`config.mk`:
```
export PLATFORM = sky130hd
export DESIGN_NAME = uft_ctrl
export DESIGN_NICKNAME = d
export VERILOG_FILES = /design/src/hw/rtl/uft_pkg.sv /design/src/hw/rtl/uft_ctrl.sv
export SDC_FILE = /design/constraint.sdc
export NUM_CORES = 1
export LEC_CHECK = 0
export ABC_AREA = 1
export BUFFER_PORTS_ARGS = -buffer_cell sky130_fd_sc_hd__clkbuf_2
export CAP_MARGIN = 10
export CORE_ASPECT_RATIO = 1.1
export CORE_UTILIZATION = 43
export CTS_BUF_LIST = sky130_fd_sc_hd__clkbuf_2
export CTS_CLUSTER_SIZE = 14
export DETAILED_ROUTE_END_ITERATION = 7
export PLACE_DENSITY = 0.6
export SETUP_SLACK_MARGIN = 0.1
export SYNTH_ARGS = -nofsm -noshare
export SYNTH_HDL_FRONTEND = slang
export SYNTH_SLANG_ARGS = --single-unit
export TNS_END_PERCENT = 30
```
`constraint.sdc`:
```
create_clock -name clk -period 2.42 [get_ports clk]
set_input_delay 0.363 -clock clk [delete_from_list [all_inputs] [get_ports clk]]
set_output_delay 0.363 -clock clk [all_outputs]
set_load 0.01 [all_outputs]
```
`src/hw/rtl/uft_pkg.sv`:
```
// uft_pkg: shared types and constants of the union-find table engine.
// Request and result beats, table word layout and the port bundle
// between the sequencer and the table storage. No dependencies.
package uft_pkg;

	localparam int ELEM_W   = 8;
	localparam int CNT_W    = 9;
	localparam int RANK_W   = 4;
	localparam int SIZE_W   = 9;

	localparam logic [RANK_W-1:0] RANK_MAX = 4'd15;

	// request codes
	localparam logic [1:0] REQ_FIND  = 2'd0;
	localparam logic [1:0] REQ_SAME  = 2'd1;
	localparam logic [1:0] REQ_SIZE  = 2'd2;
	localparam logic [1:0] REQ_UNION = 2'd3;

	typedef struct packed {
		logic [1:0]        req_type;
		logic [ELEM_W-1:0] elem_a;
		logic [ELEM_W-1:0] elem_b;
	} req_t;

	typedef struct packed {
		logic [ELEM_W-1:0] root_a;
		logic              same_set;
		logic [SIZE_W-1:0] size_a;
		logic [CNT_W-1:0]  set_count;
		logic              index_error;
	} rsp_t;

	// one table entry: rank and size only mean something at a root
	typedef struct packed {
		logic [ELEM_W-1:0] parent;
		logic [RANK_W-1:0] rank;
		logic [SIZE_W-1:0] size;
	} word_t;

	// sequencer to storage: one read and at most one write per cycle
	typedef struct packed {
		logic [ELEM_W-1:0] rd_addr;
		logic              wr_en;
		logic [ELEM_W-1:0] wr_addr;
		word_t             wr_word;
	} mem_req_t;

endpackage

```
`src/hw/rtl/uft_ctrl.sv`:
```
// uft_ctrl: sequencer of the union-find engine. Walks parent chains one
// memory read per cycle, compresses paths, links roots by rank.
// Depends on uft_pkg; drives uft_store through a mem_req_t bundle.
module uft_ctrl #(
	parameter logic [uft_pkg::CNT_W-1:0] COUNT_INIT = 9'd256
) (
	input  logic                       clk,
	input  logic                       arst_n,
	input  logic                       start,
	input  uft_pkg::req_t              request,
	input  logic [uft_pkg::CNT_W-1:0]  count,
	input  logic                       init,
	input  logic [uft_pkg::CNT_W-1:0]  init_count,
	input  uft_pkg::word_t             word,
	output uft_pkg::mem_req_t          mreq,
	output logic                       busy,
	output uft_pkg::rsp_t              result,
	output logic                       done
);

	typedef enum logic [2:0] {
		S_IDLE, S_WALK, S_PACK, S_LINK1, S_LINK2, S_FETCH
	} state_t;

	// which find is running: a before b, b, or the closing find of a
	typedef enum logic [1:0] {
		PH_A1, PH_B, PH_A2
	} phase_t;

	state_t                        state_q;
	phase_t                        phase_q;
	uft_pkg::req_t                 req_q;
	logic [uft_pkg::ELEM_W-1:0]    cur_q;
	logic [uft_pkg::ELEM_W-1:0]    start_q;
	logic [uft_pkg::ELEM_W-1:0]    root_q;
	uft_pkg::word_t                root_word_q;
	logic [uft_pkg::ELEM_W-1:0]    ra_q;
	uft_pkg::word_t                ra_word_q;
	logic [uft_pkg::ELEM_W-1:0]    rb_q;
	uft_pkg::word_t                rb_word_q;
	logic                          same_q;
	logic [uft_pkg::CNT_W-1:0]     sets_q;
	uft_pkg::rsp_t                 result_q;
	logic                          done_q;

	logic                          at_root;
	logic                          find_done;
	logic                          need_link;
	logic                          a_wins;
	logic                          uses_b;
	logic                          bad_idx;
	logic [uft_pkg::ELEM_W-1:0]    fr_root;
	uft_pkg::word_t                fr_word;
	logic [uft_pkg::ELEM_W-1:0]    next_start;
	logic [uft_pkg::SIZE_W-1:0]    size_sum;
	logic [uft_pkg::RANK_W-1:0]    rank_up;

	assign busy   = (state_q != S_IDLE);
	assign result = result_q;
	assign done   = done_q;

	// chain walk and link arithmetic
	always_comb begin
		at_root   = (word.parent == cur_q);
		fr_root   = (state_q == S_WALK) ? cur_q : root_q;
		fr_word   = (state_q == S_WALK) ? word : root_word_q;
		find_done = ((state_q == S_WALK) && at_root && (start_q == cur_q)) ||
			((state_q == S_PACK) && (word.parent == root_q));
		need_link = (req_q.req_type == uft_pkg::REQ_UNION) && (fr_root != ra_q);
		next_start = (phase_q == PH_A1) ? req_q.elem_b : req_q.elem_a;
		a_wins    = (ra_word_q.rank > rb_word_q.rank);
		size_sum  = uft_pkg::SIZE_W'(ra_word_q.size + rb_word_q.size);
		if ((ra_word_q.rank == rb_word_q.rank) && (rb_word_q.rank != uft_pkg::RANK_MAX)) begin
			rank_up = uft_pkg::RANK_W'(rb_word_q.rank + 4'd1);
		end else begin
			rank_up = rb_word_q.rank;
		end
		uses_b  = (request.req_type == uft_pkg::REQ_SAME) ||
			(request.req_type == uft_pkg::REQ_UNION);
		bad_idx = ({1'b0, request.elem_a} >= count) ||
			(uses_b && ({1'b0, request.elem_b} >= count));
	end

	// memory port: one read address and at most one write per cycle
	always_comb begin
		mreq         = '0;
		mreq.rd_addr = cur_q;
		unique case (state_q)
			S_IDLE: begin
				mreq.rd_addr = request.elem_a;
			end
			S_WALK: begin
				if (find_done) begin
					mreq.rd_addr = next_start;
				end else if (at_root) begin
					mreq.rd_addr = start_q;
				end else begin
					mreq.rd_addr = word.parent;
				end
			end
			S_PACK: begin
				mreq.wr_en          = 1'b1;
				mreq.wr_addr        = cur_q;
				mreq.wr_word.parent = root_q;
				mreq.wr_word.rank   = word.rank;
				mreq.wr_word.size   = word.size;
				mreq.rd_addr        = find_done ? next_start : word.parent;
			end
			S_LINK1: begin
				// loser root goes under the winner
				mreq.wr_en = 1'b1;
				if (a_wins) begin
					mreq.wr_addr        = rb_q;
					mreq.wr_word        = rb_word_q;
					mreq.wr_word.parent = ra_q;
				end else begin
					mreq.wr_addr        = ra_q;
					mreq.wr_word        = ra_word_q;
					mreq.wr_word.parent = rb_q;
				end
			end
			S_LINK2: begin
				// winner root takes the summed size; root b, winning a rank tie, also grows its rank, saturating
				mreq.wr_en = 1'b1;
				if (a_wins) begin
					mreq.wr_addr      = ra_q;
					mreq.wr_word      = ra_word_q;
					mreq.wr_word.size = size_sum;
				end else begin
					mreq.wr_addr      = rb_q;
					mreq.wr_word      = rb_word_q;
					mreq.wr_word.rank = rank_up;
					mreq.wr_word.size = size_sum;
				end
			end
			S_FETCH: begin
				mreq.rd_addr = cur_q;
			end
			default: begin
				mreq.rd_addr = cur_q;
			end
		endcase
	end

	// sequencer state and registered result
	always_ff @(posedge clk or negedge arst_n) begin
		if (!arst_n) begin
			state_q     <= S_IDLE;
			phase_q     <= PH_A1;
			req_q       <= '0;
			cur_q       <= '0;
			start_q     <= '0;
			root_q      <= '0;
			root_word_q <= '0;
			ra_q        <= '0;
			ra_word_q   <= '0;
			rb_q        <= '0;
			rb_word_q   <= '0;
			same_q      <= 1'b0;
			sets_q      <= COUNT_INIT;
			result_q    <= '0;
			done_q      <= 1'b0;
		end else begin
			done_q <= 1'b0;
			if (init) begin
				sets_q <= init_count;
			end
			priority if (find_done) begin
				unique case (phase_q)
					PH_A1: begin
						ra_q      <= fr_root;
						ra_word_q <= fr_word;
						cur_q     <= req_q.elem_b;
						start_q   <= req_q.elem_b;
						phase_q   <= PH_B;
						state_q   <= S_WALK;
					end
					PH_B: begin
						rb_q      <= fr_root;
						rb_word_q <= fr_word;
						same_q    <= (fr_root == ra_q);
						cur_q     <= req_q.elem_a;
						start_q   <= req_q.elem_a;
						phase_q   <= PH_A2;
						if (need_link) begin
							sets_q  <= sets_q - 9'd1;
							state_q <= S_LINK1;
						end else begin
							state_q <= S_WALK;
						end
					end
					PH_A2: begin
						result_q.root_a      <= fr_root;
						result_q.same_set    <= same_q;
						result_q.size_a      <= fr_word.size;
						result_q.set_count   <= sets_q;
						result_q.index_error <= 1'b0;
						done_q               <= 1'b1;
						state_q              <= S_IDLE;
					end
					default: begin
						state_q <= S_IDLE;
					end
				endcase
			end else begin
				unique case (state_q)
					S_IDLE: begin
						if (start) begin
							if (bad_idx) begin
								result_q.root_a      <= '0;
								result_q.same_set    <= 1'b0;
								result_q.size_a      <= '0;
								result_q.set_count   <= sets_q;
								result_q.index_error <= 1'b1;
								done_q               <= 1'b1;
							end else begin
								req_q   <= request;
								cur_q   <= request.elem_a;
								start_q <= request.elem_a;
								same_q  <= 1'b0;
								phase_q <= uses_b ? PH_A1 : PH_A2;
								state_q <= S_WALK;
							end
						end
					end
					S_WALK: begin
						if (at_root) begin
							root_q      <= cur_q;
							root_word_q <= word;
							cur_q       <= start_q;
							state_q     <= S_PACK;
						end else begin
							cur_q <= word.parent;
						end
					end
					S_PACK: begin
						cur_q <= word.parent;
					end
					S_LINK1: begin
						state_q <= S_LINK2;
					end
					S_LINK2: begin
						state_q <= S_FETCH;
					end
					S_FETCH: begin
						state_q <= S_WALK;
					end
					default: begin
						state_q <= S_IDLE;
					end
				endcase
			end
		end
	end

endmodule

```
==> qor.yml, run 1 <==
firstDrtPassIters: 8
skew_ns: 0.0534
drc: 1
p_per_area_nw_per_um2: 897
synthXorXnorAreaFrac: 0.00944
path_buf_inv: 4
grt_pass1_vias: 10445
clock_path_buffers: 2
cp.depth: 9
relSlewSlack: 0.460
reg2reg_depth: 13
die_w_um: 149
min_path_cells: 5
wl_per_cell_um: 17.7
rrSetupSlack_ns: 0.05
synth_area_per_cell_um2: 7.17
seq_area_frac_synth: 0.405
finalCritPeriodShare: 1.28
crit_path_end_kind: "output pin"
worstReg2RegStart: "state_q[2]$_DFFE_PN0P_"
synth_area_um2: 10200
mappedNetlistNets: 1515
whs_endpoint: "sets_q[0]$_DFF_PN0_"
netlist-cell-type-count: 45
synthMuxAreaShare: 0.0139
dieHeight_um: 164
die-area_um2: 24400
rsz0062_at_grt: "yes"
wl_um: 35800
grt_pass1_wl_um: 55600
dp_cells: 1882
final_common_cell: "nand2_1"
worstPathArrival_ns: 2.74
area.growth.synth_to_final_pct: 37.3
final_util: 0.607
post-dp-hpwl_um: 24800
violations: "design-rule violations, negative setup slack"
final_nets: 1800
fin_cells: 2022
path_cells: "ha_4 > nand4_1 > nand2_4 > clkinv_8 > buf_4 > buf_16 > o211ai_1 > nand3_1 > buf_2"
place_ws_ns: -0.144
hold_viol: 0
crit_path_top_delay_cell: "dfrtp_1"
synthSimpleGateAreaFrac: 0.303
worst_path_largest_cell_delay_ns: 0.48
worstPathRequired_ns: 2.06
path_max_fanout: 6
timing.final.max_slew_violations: 0
grt_max_degree: 65
path_clk_slew_ns: 0.30
grt_usage: 0.296
cp_top_family: "buffers and inverters"
final_cell_mix: "479 x nand2_1, 154 x dfrtp_1, 119 x clkbuf_2"
worstHoldPathType: "in2reg"
htreeDepth: 4
overflow: 0
timing.rr.end: "cur_q[6]$_DFFE_PN0P_"
clkLatencyLatePin_ns: 0.77
crit_type: "reg2out"
synth_compound_area_frac: 0.155
fin_crit_ns: 3.10
ant_nets: 0
ys_warn_count: 0
cellLeakagePower_nw: 7.22
syn_inst: 1423
clock-sinks: 165
worstHoldStart: "init"
synth_adder_area_share: 0.0387
first_iter_violations: 648
rows: 58
start_util: 0.442
synth_seq_cells: 165
timing.final.ws_setup_ns: -0.684
start_kind: "register"
vdd.ir_drop.worst_mv: 0.507
vias: 10846
gp_congestion: 0.900
drive_above_1_share: 0.295
antenna_found_initial: 1
port_buffers: 128
cts_buffers: 17
boundaryPins: 129
status: "complete, but fails checks"
max_freq_ghz: 0.322
cap_violations: 0
core_region_area_um2: 23100
setup_tns_ns: -22.22
setup_viol: 37
synth_top_family_by_area: "simple AND/OR/NAND/NOR gates"
cts_tree: "yes"
worst_pin_slew_ns: 0.807
root_buffer: "clkbuf_2"
vias_per_cell: 5.36
## Yosys cell counts (all sizes together)
cell type / n / area [µm²]
or2: 2 / 12.5
mux2i: 13 / 130
a31oi: 1 / 6.26
dfstp: 1 / 26.3
o221ai: 17 / 149
buf: 28 / 168
a21boi: 1 / 7.51
clkinv: 1 / 3.75
o21a: 1 / 7.51
fa: 1 / 20.0
nor2: 83 / 343
o211ai: 24 / 180
clkbuf: 35 / 131
a21oi: 41 / 213
and3: 1 / 6.26
ha: 30 / 375
xnor2: 2 / 17.5
nand2: 529 / 2020
o21bai: 8 / 60.1
nor3: 4 / 31.3
o22ai: 7 / 43.8
nand3b: 2 / 15.0
and2: 4 / 25.0
a22oi: 7 / 52.6
dfrtp: 164 / 4100
inv: 125 / 469
o21ai: 172 / 861
nand4: 25 / 156
mux2: 1 / 11.3
nand3: 84 / 485
xor2: 9 / 78.8
## worst max path at each step
stage | end | startpoint | slack [ns]
CTS | mreq[6] | rb_word_q[0]$_DFFE_PN0P_ | -0.68
finish | mreq[12] | ra_word_q[12]$_DFFE_PN0P_ | -0.68
detailed placement | root_q[6]$_DFFE_PN0P_ | word[13] | -0.14
floorplan | mreq[5] | rb_word_q[12]$_DFFE_PN0P_ | 0.19
global placement | root_q[3]$_DFFE_PN0P_ | word[13] | -0.05
global route | mreq[10] | rb_word_q[12]$_DFFE_PN0P_ | -0.93
## layout make-up
class,count,area (µm²)
flip-flops and latches,165,4140
repair buffers,327,2680
repair inverters,1,7.51
well taps,300,375
clock inverters,14,196
inverters,126,500
fillers,2098,9070
multi-input cells,1070,6020
clock buffers,18,90.1
diodes,1,2.50
## sequential cells by signal (all words and copies together) (netlist names), 9 cells and up
| name | count |
|---|---|
| sets_q | 9 |
| rb_word_q | 21 |
| req_q | 18 |
| result | 28 |
| ra_word_q | 21 |
| root_word_q | 21 |
## metal layers
metal / up-vias / global-route usage / part of all wire
li1: 5252 / - / -
met1: 5126 / 0.377 / 0.42
met2: 385 / 0.497 / 0.48
met3: 83 / 0.0413 / 0.052
met4: 0 / 0.132 / 0.041
met5: - / 0 / 0
## power by group
| part | leakage, nW | switching, mW | internal (mW) |
|---|---|---|---|
| Combinational | 4.92 | 4.24 | 2.73 |
| Clock | 0.166 | 1.12 | 0.620 |
| Sequential | 2.14 | 0.502 | 3.36 |
## stage by stage
step | hold WS (ns) | cell area [µm²] | power, mW
6_report | 0.0681 | 14000 | 12.6
5_1_grt | 0.0151 | 14000 | 13.4
4_1_cts | 0.00724 | 13400 | 12.2
3_5_place_dp | 0.404 | 11800 | 9.53
3_3_place_gp | 0.412 | 11800 | 9.49
2_1_floorplan | 0.0674 | 10200 | 7.17
## timing repair
item	CTS	global route
gates cloned	3	6
resized for setup	168	134
hold buffers	41	0
buffers inserted	44	18
hold endpoints to repair	177	0
pin swaps	53	40
endpoints found under the setup margin	83	160
## worst reg2reg max path: stages (launching register included)
cell and delay [ns]:
dfrtp_1 0.47, inv_2 0.10, nand2_4 0.07, nor2_4 0.16, nand4_1 0.17, nor2_4 0.19, nand2_2 0.09, buf_4 0.14
buf_4 0.12, buf_4 0.14, nand4_1 0.08, nand3_1 0.34, nand2_1 0.16, nand2_1 0.06
## cell families after synthesis
group                    Yosys count
AND/OR/NAND/NOR                  734
AO/OA/AOI/OAI                    279
buffers and inverters            189
flip-flops                       165
adder cells (fa/ha/maj)           31
multiplexers                      14
XOR/XNOR                          11
Power figures use the tool's default switching activity.
==> run 2: changes to the inputs <==
Clock period 2.42 ns to 3.2 ns, I/O delays scaled along.
==> run 2 against run 1 <==
The flow finishes with violations (negative setup slack). Clock skew increased by 0.0060 ns. Non-clock buffer count decreased by 31. Global-route usage increased by 1.2 points. Utilization decreased by 2.2 points. Sequential share of layout area increased by 1.2 points. Clock power decreased by 21%. Register-to-register slack improved by 0.07 ns. Via count increased by 1.3%. Die area unchanged. First-iteration DRC count increased by 44%. Wire length increased by 4.9%. Largest cell class unchanged.
==> qor.yml, run 2 (same netlist as run 1, synthesis figures left out) <==
status: "complete, but fails checks"
violations: "negative setup slack"
crit_path_end_kind: "output pin"
final_nets: 1772
wl_um: 37600
cts_tree: "yes"
cellInternalPower_mw: 4.91
die_w_um: 149
first_iter_violations: 932
register_area_um2: 4150
worstPathArrival_ns: 2.83
start_util: 0.442
worst_pin_slew_ns: 1.08
crit_type: "reg2out"
worstHoldPathType: "in2reg"
port_buffers: 128
seqPwrFrac: 0.319
dieHeight_um: 164
final_cell_mix: "481 x nand2_1, 146 x dfrtp_1, 122 x clkbuf_2"
rows: 58
fin_crit_ns: 3.31
rsz0062_at_grt: "yes"
vdd.ir_drop.worst_mv: 0.374
clkPwrFrac: 0.146
clock_path_buffers: 2
p_comb_frac: 0.535
grt_pass1_wl_um: 57000
grt_pass1_vias: 10549
die-area_um2: 24400
whs_ns: 0.0967
firstDrtPassIters: 8
clock-sinks: 165
core_region_area_um2: 23100
multi_input_area_um2: 5870
cellLeakagePower_nw: 6.97
relSlewSlack: 0.279
num-fill-cells: 2174
vias_per_cell: 5.51
finalPower_mw: 9.44
htreeDepth: 4
root_buffer: "clkbuf_2"
drc: 0
max_freq_ghz: 0.303
gp_congestion: 1.01
p_per_area_nw_per_um2: 700
timing.final.ws_setup_ns: -0.106
path_clk_slew_ns: 0.28
largest_reg_flops: 28
grt_max_degree: 68
timing.final.max_slew_violations: 0
grt_usage: 0.308
start_kind: "register"
cap_violations: 0
final_common_cell: "nand2_1"
final_util: 0.585
finalCritPeriodShare: 1.03
worstPathRequired_ns: 2.72
overflow: 0
area.growth.synth_to_final_pct: 32.2
power.switching_mw: 4.54
ant_nets: 0
boundaryPins: 129
path_max_fanout: 7
clkLatencyLatePin_ns: 0.79
vias: 10992
post-dp-hpwl_um: 25100
skew_ns: 0.0594
swShare: 0.480
antenna_found_initial: 1
cts_buffers: 17
drive_above_1_share: 0.284
hold_viol: 0
wl_per_cell_um: 18.8
setup_viol: 26
run 2: area by class of cell:
type	instances	share of cell area
tap	300	0.0278
antenna	1	0.000185
sequential	165	0.308
clock buffer	17	0.00630
clock inverter	15	0.0154
timing repair inverter	4	0.00306
timing repair buffer	296	0.167
inverter	126	0.0378
multi-input combinational	1070	0.435
run 2: worst paths after layout:
check | cells after the start | startpoint | slack, ns | end
worst max-delay path | 10 | rb_word_q[12]$_DFFE_PN0P_ | -0.11 | mreq[27]
worst min-delay path | 5 | request[8] | 0.1 | start_q[0]$_DFFE_PN0P_
worst max register to register | 16 | cur_q[5]$_DFFE_PN0P_ | 0.12 | root_q[1]$_DFFE_PN0P_
worst min register to register | 2 | root_word_q[20]$_DFFE_PN0P_ | 0.50 | root_word_q[20]$_DFFE_PN0P_
max in group asynchronous | 3 | arst_n | 2.13 | cur_q[2]$_DFFE_PN0P_
min in group asynchronous | 2 | arst_n | 0.23 | root_q[4]$_DFFE_PN0P_
run 2: worst max-delay path: stages, from the launching register on:
cell and delay [ns]:
dfrtp_1 0.46, inv_2 0.08, ha_4 0.29, nand4_1 0.14, buf_4 0.18, nand2_4 0.09, buf_12 0.16, inv_4 0.09
o21ai_1 0.21, o221ai_1 0.18, clkbuf_2 0.18
run 2: per-layer routing:
metal  global-route usage  vias up  routed length (µm)
met5                    0        -                   0
met4                0.144        0                1700
met3               0.0492      123                2210
met2                0.513      449               18300
met1                0.388     5224               15300
li1                     -     5196                   -
run 2: power groups by stage:
stage	clock network (mW)	logic, mW	registers, mW
after floorplan	0	2.56	2.86
after global placement	0	3.95	3.06
after detailed placement	0	3.94	3.05
after CTS	1.41	4.60	2.97
after global routing	1.48	5.47	3.05
final	1.38	5.05	3.01
run 2: per-stage QoR:
step / area, µm² / setup WS [ns] / TNS, ns / instances
6_report: 13500 / -0.106 / -1.24 / 1994
5_1_grt: 13500 / -0.241 / -4.75 / 1994
4_1_cts: 12900 / -0.0311 / -0.155 / 1961
3_5_place_dp: 11200 / 0.434 / 0 / 1819
3_3_place_gp: 11200 / 0.391 / 0 / 1819
2_1_floorplan: 10200 / 0.855 / 0 / 1423
run 2: what timing repair did:
action,4_1_cts,5_1_grt
pin swaps,45,59
hold endpoints to repair,101,0
hold buffers,37,0
setup buffers,63,29
gates resized for setup,134,126
gates cloned,10,3
setup endpoints to repair,38,61
==> run 3: changes to the inputs <==
Settings changed: CAP_MARGIN 10 to 20, CORE_UTILIZATION 43 to 41, PLACE_DENSITY 0.6 to 0.58.
==> run 3 against run 2 <==
The run ends with design-rule violations, negative setup slack left. First-iteration DRC count is 1.7% higher. Combinational power is 9.3% higher. Non-clock buffer count is 10 higher.
==> qor.yml, run 3 (same netlist as run 1, synthesis figures left out) <==
overflow: 0
clock-sinks: 165
die_w_um: 152
cts_tree: "yes"
cp_top_family: "compound AO/OA/AOI/OAI gates"
crit_path_top_delay_cell: "dfrtp_1"
clkLatencyLatePin_ns: 0.81
status: "complete, but fails checks"
setup_tns_ns: -1.40
post-dp-hpwl_um: 25100
area.growth.synth_to_final_pct: 35.1
gp_congestion: 0.985
largest_reg_flops: 28
vias_per_cell: 5.51
p_per_area_nw_per_um2: 705
die-area_um2: 25500
skew_ns: 0.0679
clock_path_buffers: 2
placed_area_um2: 11200
port_buffers: 128
hold_viol: 0
vias: 11102
final_nets: 1781
relSlewSlack: 0.434
firstDrtPassIters: 8
max_freq_ghz: 0.295
worst_path_most_repeated_cell: "nand2_4"
rsz0062_at_grt: "yes"
final_common_cell: "nand2_1"
drive_above_1_share: 0.291
wl_um: 38700
worst_pin_slew_ns: 0.850
path_buf_inv: 2
grt_pass1_wl_um: 58500
htreeDepth: 4
fin_crit_ns: 3.39
antenna_found_initial: 1
start_kind: "register"
timing.final.ws_setup_ns: -0.192
grt_pass1_vias: 10495
final_area_um2: 13800
ant_nets: 0
worstPathRequired_ns: 2.72
crit_path_end_kind: "output pin"
start_util: 0.417
cap_violations: 0
worstHoldPathType: "in2reg"
boundaryPins: 129
grt_max_degree: 82
timing.final.max_slew_violations: 0
worstPathArrival_ns: 2.91
vdd.ir_drop.worst_mv: 0.379
path_max_fanout: 5
wl_per_cell_um: 19.2
core_region_area_um2: 24500
num-fill-cells: 2327
setup_viol: 22
path_cells: "ha_4 > nand2_4 > o21ai_4 > nand2_4 > buf_12 > o211ai_1 > o221ai_4 > buf_6"
drc: 4
dieHeight_um: 167
rows: 60
path_clk_slew_ns: 0.28
root_buffer: "clkbuf_2"
violations: "design-rule violations, negative setup slack"
first_iter_violations: 948
grt_usage: 0.299
finalCritPeriodShare: 1.06
cellLeakagePower_nw: 7.04
worst_path_largest_cell_delay_ns: 0.50
final_cell_mix: "481 x nand2_1, 146 x dfrtp_1, 118 x clkbuf_2"
crit_type: "reg2out"
cts_buffers: 17
-- run 3: changes by cell type in the layout (fill, tap and decap cells not counted), moves of 4 or more --
cell	change
o21ai_4	+8
buf_12	+7
nand3_2	-7
nor2_2	-5
clkbuf_2	-4
o21ai_1	-6
o221ai_2	+7
o221ai_1	-8
nand3_1	+5
-- run 3: area by class of cell --
type / instances / area, µm² / area share
Inverter: 126 / 515 / 0.0374
Clock buffer: 18 / 90.1 / 0.00653
Clock inverter: 14 / 141 / 0.0103
Timing Repair Buffer: 306 / 2430 / 0.176
Tap cell: 310 / 388 / 0.0281
Timing Repair inverter: 4 / 51.3 / 0.00372
Multi-Input combinational cell: 1069 / 6020 / 0.436
Sequential cell: 165 / 4150 / 0.301
Antenna cell: 2 / 5.00 / 0.000363
-- run 3: metrics by stage --
stage	setup WS [ns]	utilization	power [mW]	hold WS, ns	instances
after CTS	-0.161	0.525	8.99	0.000993	1974
after global routing	-0.323	0.564	10.3	0.0295	2014
final	-0.192	0.564	9.72	0.0662	2014
after detailed placement	0.321	0.457	6.93	0.453	1826
after global placement	0.290	0.457	6.93	0.451	1826
after floorplan	0.855	-	5.42	0.184	1423
-- run 3: path summary, 6_finish.rpt --
check | from | end | slack, ns | cells after the start
min in group asynchronous | arst_n | root_word_q[10]$_DFFE_PN0P_ | 0.25 | 2
min reg2reg | same_q$_DFFE_PN0P_ | same_q$_DFFE_PN0P_ | 0.51 | 2
max reg2reg | start_q[7]$_DFFE_PN0P_ | state_q[1]$_DFFE_PN0P_ | 0.18 | 21
max in group asynchronous | arst_n | result[2]$_DFFE_PN0P_ | 2.14 | 3
max | ra_word_q[11]$_DFFE_PN0P_ | mreq[22] | -0.19 | 8
min | request[10] | start_q[2]$_DFFE_PN0P_ | 0.07 | 5
-- run 3: worst min-delay path, delay by kind of cell --
family,cells,cell delay [ns]
buf+inv,1,0.15
simple gates,4,0.23
-- run 3: report_power, final --
group	total, mW	leakage, nW	switching [mW]	internal (mW)
clock network	1.18	0.143	0.869	0.310
logic	5.52	4.77	3.33	2.19
registers	3.02	2.13	0.475	2.55
-- run 3: routing by layer --
layer / GRT usage / up-vias / wire length [µm]
met3: 0.0494 / 118 / 2430
met5: 0 / - / 0
met2: 0.505 / 513 / 18700
met4: 0.149 / 0 / 1810
met1: 0.369 / 5261 / 15800
li1: - / 5210 / -
-- run 3: what timing repair did --
item                                    in CTS  in global routing
endpoints found under the setup margin      38                 94
resized for setup                          116                192
hold buffers                                35                  3
pin swaps                                   44                 43
hold endpoints to repair                   123                  3
setup buffers                               75                 32
gates cloned                                 6                  4
